$ cat config.mk
export PLATFORM = sky130hd
export DESIGN_NAME = dpt_ctrl
export DESIGN_NICKNAME = d
export VERILOG_FILES = /design/src/rtl/dpt_pkg.sv /design/src/rtl/dpt_ctrl.sv
export SDC_FILE = /design/constraint.sdc
export NUM_CORES = 1
export LEC_CHECK = 0
export BUFFER_PORTS_ARGS = -buffer_cell sky130_fd_sc_hd__buf_2
export CAP_MARGIN = 20
export CORE_UTILIZATION = 50
export DETAILED_ROUTE_END_ITERATION = 16
export HOLD_SLACK_MARGIN = 0.12
export PLACE_DENSITY = 0.78
export SLEW_MARGIN = 20
export SYNTH_ARGS = -nofsm -noshare
export SYNTH_HDL_FRONTEND = slang
export SYNTH_SLANG_ARGS = --single-unit
$ cat constraint.sdc
create_clock -name clk_i -period 6.1 [get_ports clk_i]
set_input_delay 0.61 -clock clk_i [delete_from_list [all_inputs] [get_ports clk_i]]
set_output_delay 0.61 -clock clk_i [all_outputs]
set_load 0.005 [all_outputs]
$ cat src/rtl/dpt_pkg.sv
// ----------------------------------------------------------------------------
// Device presence table package
// Sizes, field widths, codes and shared types of the presence table.
// ----------------------------------------------------------------------------
`default_nettype none

package dpt_pkg;

  localparam int unsigned TableDepth = 64;
  localparam int unsigned AllSlots   = 2 * TableDepth;
  localparam int unsigned AddrW      = $clog2(AllSlots);
  localparam int unsigned SIdxW      = $clog2(TableDepth);
  localparam int unsigned CntW       = $clog2(TableDepth + 1);

  localparam int unsigned IdW     = 16;
  localparam int unsigned TtlW    = 8;
  localparam int unsigned ActW    = 16;
  localparam int unsigned StatusW = 3;
  localparam int unsigned SlotW   = 6;
  localparam int unsigned LiveW   = 7;
  localparam int unsigned ClassW  = 2;
  localparam int unsigned PAddrW  = 3;
  localparam int unsigned PDataW  = 32;
  localparam int unsigned RegIdxW = PAddrW - 2;

  localparam logic [TtlW-1:0] TtlReset  = TtlW'(2);
  localparam logic [ActW-1:0] ActiveMax = '1;

  localparam logic KIND_ANNOUNCE = 1'b0;
  localparam logic KIND_TICK     = 1'b1;

  localparam logic [ClassW-1:0] CLASS_SENSOR   = 2'd0;
  localparam logic [ClassW-1:0] CLASS_ACTUATOR = 2'd1;

  localparam logic [RegIdxW-1:0] REG_TTL_RELOAD = '0;

  typedef enum logic [StatusW-1:0] {
    STATUS_INSERTED  = 3'd0,
    STATUS_REFRESHED = 3'd1,
    STATUS_FULL      = 3'd2,
    STATUS_UNKNOWN   = 3'd3,
    STATUS_TICK      = 3'd4
  } status_e;

  typedef struct packed {
    logic            used;
    logic [IdW-1:0]  id;
    logic [TtlW-1:0] ttl;
    logic [ActW-1:0] active;
  } entry_t;

  typedef struct packed {
    logic             rd_en;
    logic [AddrW-1:0] rd_addr;
    logic             wr_en;
    logic [AddrW-1:0] wr_addr;
    entry_t           wr_data;
  } ram_req_t;

  typedef struct packed {
    status_e          status;
    logic [SlotW-1:0] slot;
    logic [ActW-1:0]  active;
    logic [LiveW-1:0] live_s;
    logic [LiveW-1:0] live_a;
  } result_t;

endpackage

`default_nettype wire

$ cat src/rtl/dpt_ctrl.sv
// ----------------------------------------------------------------------------
// Device presence table sequencer
// Walks the entry memory one entry per cycle: slot search on announce,
// aging pass with live counts on tick. Reads run one entry ahead of the
// write-back, so no entry is read and written in the same cycle.
// ----------------------------------------------------------------------------
`default_nettype none

module dpt_ctrl (
  input  wire logic                         clk_i,
  input  wire logic                         rst_ni,
  input  wire logic                         in_valid_i,
  output logic                              in_ready_o,
  input  wire logic                         kind_i,
  input  wire logic [dpt_pkg::ClassW-1:0]   device_class_i,
  input  wire logic [dpt_pkg::IdW-1:0]      device_id_i,
  input  wire logic [dpt_pkg::TtlW-1:0]     ttl_reload_i,
  output dpt_pkg::ram_req_t                 ram_req_o,
  input  wire dpt_pkg::entry_t              ram_rd_i,
  output logic                              res_valid_o,
  input  wire logic                         res_ready_i,
  output dpt_pkg::result_t                  res_o
);

  localparam logic [1:0] ST_IDLE = 2'd0;
  localparam logic [1:0] ST_SCAN = 2'd1;
  localparam logic [1:0] ST_RESP = 2'd2;

  localparam logic [dpt_pkg::AddrW-1:0] ActBase  = dpt_pkg::AddrW'(dpt_pkg::TableDepth);
  localparam logic [dpt_pkg::AddrW-1:0] TickLast = dpt_pkg::AddrW'(dpt_pkg::AllSlots - 1);
  localparam logic [dpt_pkg::AddrW-1:0] TblSpan  = dpt_pkg::AddrW'(dpt_pkg::TableDepth - 1);

  logic [1:0]                   state_q, state_d;
  logic                         kind_q, kind_d;
  logic [dpt_pkg::IdW-1:0]      id_q, id_d;
  logic [dpt_pkg::AddrW-1:0]    addr_q, addr_d;
  logic [dpt_pkg::AddrW-1:0]    base_q, base_d;
  logic [dpt_pkg::AddrW-1:0]    last_q, last_d;
  logic [dpt_pkg::CntW-1:0]     live_s_q, live_s_d;
  logic [dpt_pkg::CntW-1:0]     live_a_q, live_a_d;
  dpt_pkg::result_t             res_q, res_d;

  dpt_pkg::entry_t              ent;
  logic [dpt_pkg::TtlW-1:0]     ttl_dec;
  logic [dpt_pkg::SIdxW-1:0]    slot_loc;
  logic [dpt_pkg::AddrW-1:0]    start_addr;
  logic [dpt_pkg::ActW-1:0]     act_inc;

  assign ent      = ram_rd_i;
  assign ttl_dec  = (ent.ttl != '0) ? ent.ttl - 1'b1 : '0;
  assign slot_loc = dpt_pkg::SIdxW'(addr_q - base_q);
  assign act_inc  = (ent.active != dpt_pkg::ActiveMax) ? ent.active + 1'b1 : ent.active;
  assign start_addr = (kind_i == dpt_pkg::KIND_TICK || device_class_i == dpt_pkg::CLASS_SENSOR)
                      ? '0 : ActBase;

  assign in_ready_o  = (state_q == ST_IDLE);
  assign res_valid_o = (state_q == ST_RESP);
  assign res_o       = res_q;

  always_comb begin
    state_d   = state_q;
    kind_d    = kind_q;
    id_d      = id_q;
    addr_d    = addr_q;
    base_d    = base_q;
    last_d    = last_q;
    live_s_d  = live_s_q;
    live_a_d  = live_a_q;
    res_d     = res_q;
    ram_req_o = '0;

    case (state_q)
      ST_IDLE: begin
        if (in_valid_i) begin
          kind_d   = kind_i;
          id_d     = device_id_i;
          live_s_d = '0;
          live_a_d = '0;
          addr_d   = start_addr;
          base_d   = start_addr;
          last_d   = (kind_i == dpt_pkg::KIND_TICK) ? TickLast : start_addr + TblSpan;
          if (kind_i == dpt_pkg::KIND_ANNOUNCE && device_class_i != dpt_pkg::CLASS_SENSOR &&
              device_class_i != dpt_pkg::CLASS_ACTUATOR) begin
            res_d   = '0;
            res_d.status = dpt_pkg::STATUS_UNKNOWN;
            state_d = ST_RESP;
          end else begin
            ram_req_o.rd_en   = 1'b1;
            ram_req_o.rd_addr = start_addr;
            state_d = ST_SCAN;
          end
        end
      end

      ST_SCAN: begin
        ram_req_o.wr_addr = addr_q;
        ram_req_o.rd_addr = addr_q + 1'b1;
        if (kind_q == dpt_pkg::KIND_TICK) begin
          ram_req_o.wr_en       = 1'b1;
          ram_req_o.wr_data     = ent;
          ram_req_o.wr_data.ttl = ttl_dec;
          if (ttl_dec == '0) begin
            ram_req_o.wr_data.active = '0;
          end else if (ent.used) begin
            if (addr_q < ActBase) begin
              live_s_d = live_s_q + 1'b1;
            end else begin
              live_a_d = live_a_q + 1'b1;
            end
          end
          if (addr_q == last_q) begin
            res_d        = '0;
            res_d.status = dpt_pkg::STATUS_TICK;
            res_d.live_s = dpt_pkg::LiveW'(live_s_d);
            res_d.live_a = dpt_pkg::LiveW'(live_a_d);
            state_d      = ST_RESP;
          end else begin
            ram_req_o.rd_en = 1'b1;
            addr_d = addr_q + 1'b1;
          end
        end else if (!ent.used) begin
          ram_req_o.wr_en   = 1'b1;
          ram_req_o.wr_data = '{used: 1'b1, id: id_q, ttl: ttl_reload_i, active: ent.active};
          res_d        = '0;
          res_d.status = dpt_pkg::STATUS_INSERTED;
          res_d.slot   = dpt_pkg::SlotW'(slot_loc);
          res_d.active = ent.active;
          state_d      = ST_RESP;
        end else if (ent.id == id_q) begin
          ram_req_o.wr_en   = 1'b1;
          ram_req_o.wr_data = '{used: 1'b1, id: id_q, ttl: ttl_reload_i, active: act_inc};
          res_d        = '0;
          res_d.status = dpt_pkg::STATUS_REFRESHED;
          res_d.slot   = dpt_pkg::SlotW'(slot_loc);
          res_d.active = act_inc;
          state_d      = ST_RESP;
        end else if (addr_q == last_q) begin
          res_d        = '0;
          res_d.status = dpt_pkg::STATUS_FULL;
          state_d      = ST_RESP;
        end else begin
          ram_req_o.rd_en = 1'b1;
          addr_d = addr_q + 1'b1;
        end
      end

      ST_RESP: begin
        if (res_ready_i) begin
          state_d = ST_IDLE;
        end
      end

      default: begin
        state_d = ST_IDLE;
      end
    endcase
  end

  always_ff @(posedge clk_i or negedge rst_ni) begin
    if (!rst_ni) begin
      state_q <= ST_IDLE;
    end else begin
      state_q <= state_d;
    end
  end

  always_ff @(posedge clk_i) begin
    kind_q   <= kind_d;
    id_q     <= id_d;
    addr_q   <= addr_d;
    base_q   <= base_d;
    last_q   <= last_d;
    live_s_q <= live_s_d;
    live_a_q <= live_a_d;
    res_q    <= res_d;
  end

endmodule

`default_nettype wire

==> metrics.sh <==
RSZ0062_AT_GRT='no'
ANTENNA_FOUND_INITIAL=0
VIAS_PER_CELL=5.691
FINAL-MAX-SLEW-VIOLATION-COUNT=0
AREA_OF_THE_MAPPED_NETLIST_MM2=0.004676
FINAL_CRITICAL_DELAY_INCLUDING_SETUP_AND_EXTERNAL_DELAYS_NS=3.944
CLOCK_LATENCY_NS=0.36
WORSTSETUPPATHTYPE='in2out'
INITIALDRTVIOLATIONCOUNT=188
SLEW_HEADROOM_PCT=28.27
WORST_SLEW_PIN_SLEW_NS=1.074
AREA_GROWTH_SYN_TO_LAYOUT_PCT=23.74
YOSYS.CELL_TYPES.COUNT=52
CTS-ROOT-BUF='clkbuf_8'
FINALSETUPTNS_NS=0
YOSYSTOPAREACELLSHARE_PCT=50.09
FINAL-INSTANCE-COUNT-EXCL-FILL=729
POST_ROUTE_CELLS_DRIVE_ABOVE_1_SHARE_PCT=33.17
HOLD_PATH_CLASS='in2reg'
REGISTER_AREA_MM2=0.002392
POST_SYNTH_MAIN_AREA_CONTRIBUTORS='edfxtp_1 (50%), nor2_1 (5.2%), xor2_1 (5.1%)'
ENDPOINT='ram_req_o[2]'
MAXCAPVIOLATIONS=0
PLACEABLECOREAREA_MM2=0.008891
SYNTH_FF_TYPE='edfxtp_1'
CLK_TRANSITION_REPORTED_PATHS_NS=0.08
MAX_H_TREE_LEVEL=3
MAXIMUM_NUMBER_OF_PINS_ON_ONE_NET_BEFORE_GLOBAL_ROUTE_REPAIR=33
FMAX_GHz=0.2536
POWER.IR.VDD_WORST_V=0.0002164
WL_PER_CELL_UM=16.36
FINALWIRELENGTH_UM=11930
NUMCLOCKSINKS=80
WORST_CLOCK_SKEW_NS=0.01539
GRTUSAGETOTAL_PCT=24.98
SYNTH_TOP_CELL_BY_AREA='edfxtp_1'
SYNTH_SEQ_AREA_SHARE_PCT=51.16
SYN-NUM-NETS=531
FINALCRITPERIODSHARE_PCT=64.65
DP.FINAL_HPWL_UM=8702
R2R_CELLS=7
HOLD_VIOL_FINAL=0
MET2_USAGE_PCT=42.42
SETUP-VIOLATIONS-FINAL=0
TIMING.CRITICAL_PATH.REQUIRED_NS=5.49
DETAIL_ROUTE.FIRST_PASS.ITERATIONS=5
SYN-MEAN-INSTANCE-AREA_UM2=10.32
RESULT_OF_THE_RUN='complete, no violations'
IO_PINS=170
FIRST_GLOBAL_VIAS=4059
MULTI_INPUT_COMB_AREA_MM2=0.002132
GLOBAL_ROUTE.OVERFLOW_TOTAL=0
N_FILL_CELL=718
START_OF_THE_WORST_REGISTER_TO_REGISTER_PATH='id_q[7]'
SYNTHESIS.YOSYS.WARNINGS=0
ROUTED-VIA-COUNT=4149
FLOORPLAN.DIE.HEIGHT_UM=98.70
WORST_R2R_ENDPOINT='res_o[36]'
GRT.MET3_USAGE_PCT=6.738
YOSYSMOSTFREQUENTCELL='edfxtp_1'
SETUP.WORST_PATH.END_CLASS='output port'
DIEWIDTH_UM=98.70
P_PER_AREA_mW_PER_MM2=378.3
GRT_PASS1_WL_UM=19010
SYN_INST=453
SYNTH_ENABLE_FLOP_CELLS=78
TIMING.HOLD.WORST_PATH_DEPTH=1
ARRIVAL_TIME_OF_THE_WORST_SETUP_PATH_NS=3.33
PLACE_INST=712
CTS-BUFFERS-INSERTED=9
ASYNCSETRESETFLOPFRACSYNTH_PCT=2.500
GP_ROUTABILITY_CONGESTION=0.9072
DRCVIOLATIONCOUNT=0
INITIAL_CORE_UTIL_PCT=52.59
PORT_BUFFERS=169
DRT.ANTENNA.VIOLATING_NETS=0
SETUP.WORST_PATH.START='ram_rd_i[16]'
GRT.BUSIEST_LAYER='met2'
GLOBALROUTEMET1UTIL_PCT=30.35
STARTPOINT_TYPE='input pin'
FP-ROW-COUNT=34
NNETSFINAL=694
R2R_SETUP_SLACK_NS=3.29
CTS.PATH.MAX_BUFFERS=2
TRITONCTS='built'
WORST-PATH-MAX-FANOUT=12
NUM_ANTENNA_CELLS=0
SYNTH-SEQ-CELLS=80
DESIGN.DIE.AREA_MM2=0.009742
P_LEAK_nW=2.553
SYNTH.TOP_CELLS.BY_COUNT='edfxtp_1 (78), nor2_1 (65), nand2_1 (39)'
==> how the worst min path moves through the flow <==
stage | start | to
floorplan | rst_ni | state_q[0]
global placement | rst_ni | state_q[1]
detailed placement | rst_ni | state_q[1]
CTS | device_id_i[12] | id_q[12]
global route | device_id_i[12] | id_q[12]
finish | device_id_i[12] | id_q[12]
==> layout make-up <==
class / instances / area share, %
Clock buffer: 10 / 2.206
Clock inverter: 6 / 1.168
Inverter: 10 / 0.6488
Multi-Input combinational cell: 340 / 36.85
Sequential cell: 80 / 41.35
Tap cell: 108 / 2.336
Timing Repair Buffer: 175 / 15.44
==> worst max-delay path: stages <==
cell and delay (ns):
buf_2 0.12, inv_1 0.08, ha_1 0.28, xnor2_1 0.25
nand4_1 0.17, a21boi_1 0.87, a21oi_1 0.53, a21o_1 0.30
buf_2 0.12
==> power by group <==
| group | switching (mW) | total (mW) | internal (mW) |
|---|---|---|---|
| combinational | 0.473 | 0.798 | 0.326 |
| sequential | 0.131 | 0.997 | 0.866 |
| clock | 0.203 | 0.394 | 0.191 |
| total | 0.806 | 2.19 | 1.38 |
==> per-stage QoR <==
| step | cell area, µm² | worst slack [ns] | util, % | hold WS, ns | total power, mW |
|---|---|---|---|---|---|
| 6_report | 5786 | 2.156 | 65.07 | 0.4277 | 2.188 |
| 5_1_grt | 5786 | 1.956 | 65.07 | 0.4007 | 2.327 |
| 4_1_cts | 5786 | 2.164 | 65.07 | 0.4134 | 2.197 |
| 3_5_place_dp | 5580 | 2.182 | 62.76 | 0.4000 | 1.800 |
| 3_3_place_gp | 5580 | 2.365 | 62.76 | 0.3969 | 1.771 |
| 2_1_floorplan | 4676 | 1.346 | - | 0.3144 | 1.457 |
==> state kept, by name, indices dropped and copies added (netlist names) <==
register	count
kind_q	1
live_s_q	7
live_a_q	7
id_q	16
state_q	2
addr_q	7
res_o	39
last_q	1
==> repair_timing <==
action | 4_1_cts | 5_1_grt
hold buffers | 1 | 0
endpoints found under the setup margin | 0 | 0
resized for setup | 0 | 0
hold endpoints to repair | 2 | 0
buffers inserted | 0 | 0
==> layer usage <==
layer | up-vias | part of all wire (%)
li1 | 1988 | -
met2 | 197 | 48
met5 | - | 0
met3 | 24 | 8.2
met1 | 1940 | 41
met4 | 0 | 2.0
==> kinds of logic (layout without fill, tap and decap cells) <==
| family | after synthesis | in the layout | synth area share, % |
|---|---|---|---|
| and+or+nand+nor | 180 | 180 | 18.84 |
| AOI/OAI and AO/OA | 111 | 111 | 16.83 |
| DFF | 80 | 80 | 51.16 |
| xor gates and xnor gates | 40 | 40 | 7.493 |
| buffers and inverters | 33 | 201 | 3.425 |
| adders and majority gates | 6 | 6 | 1.606 |
| muxes | 3 | 3 | 0.6423 |
==> placed cells by master (no fill, tap or decap), types with 4 or more instances in the layout <==
cell type  Yosys  routed
ha_1           6       6
xor2_1        27      27
a41o_1         4       4
buf_4          6       5
clkbuf_8       0       9
a21oi_1       24      23
buf_2          5     169
nand2_1       39      39
edfxtp_1      78      78
nor4_1         4       4
xnor2_1       13      13
nand4_1        9       9
and3_1         6       6
inv_1         10      10
o21ai_0       20      20
a22o_1        18      18
a31o_2         4       4
nor2_1        65      65
nand2b_1       4       4
nor2b_1        5       5
and2_1        17      17
a31oi_1        5       5
a21o_1        11      11
nand3_1       14      14
Power figures use the tool's default switching activity.
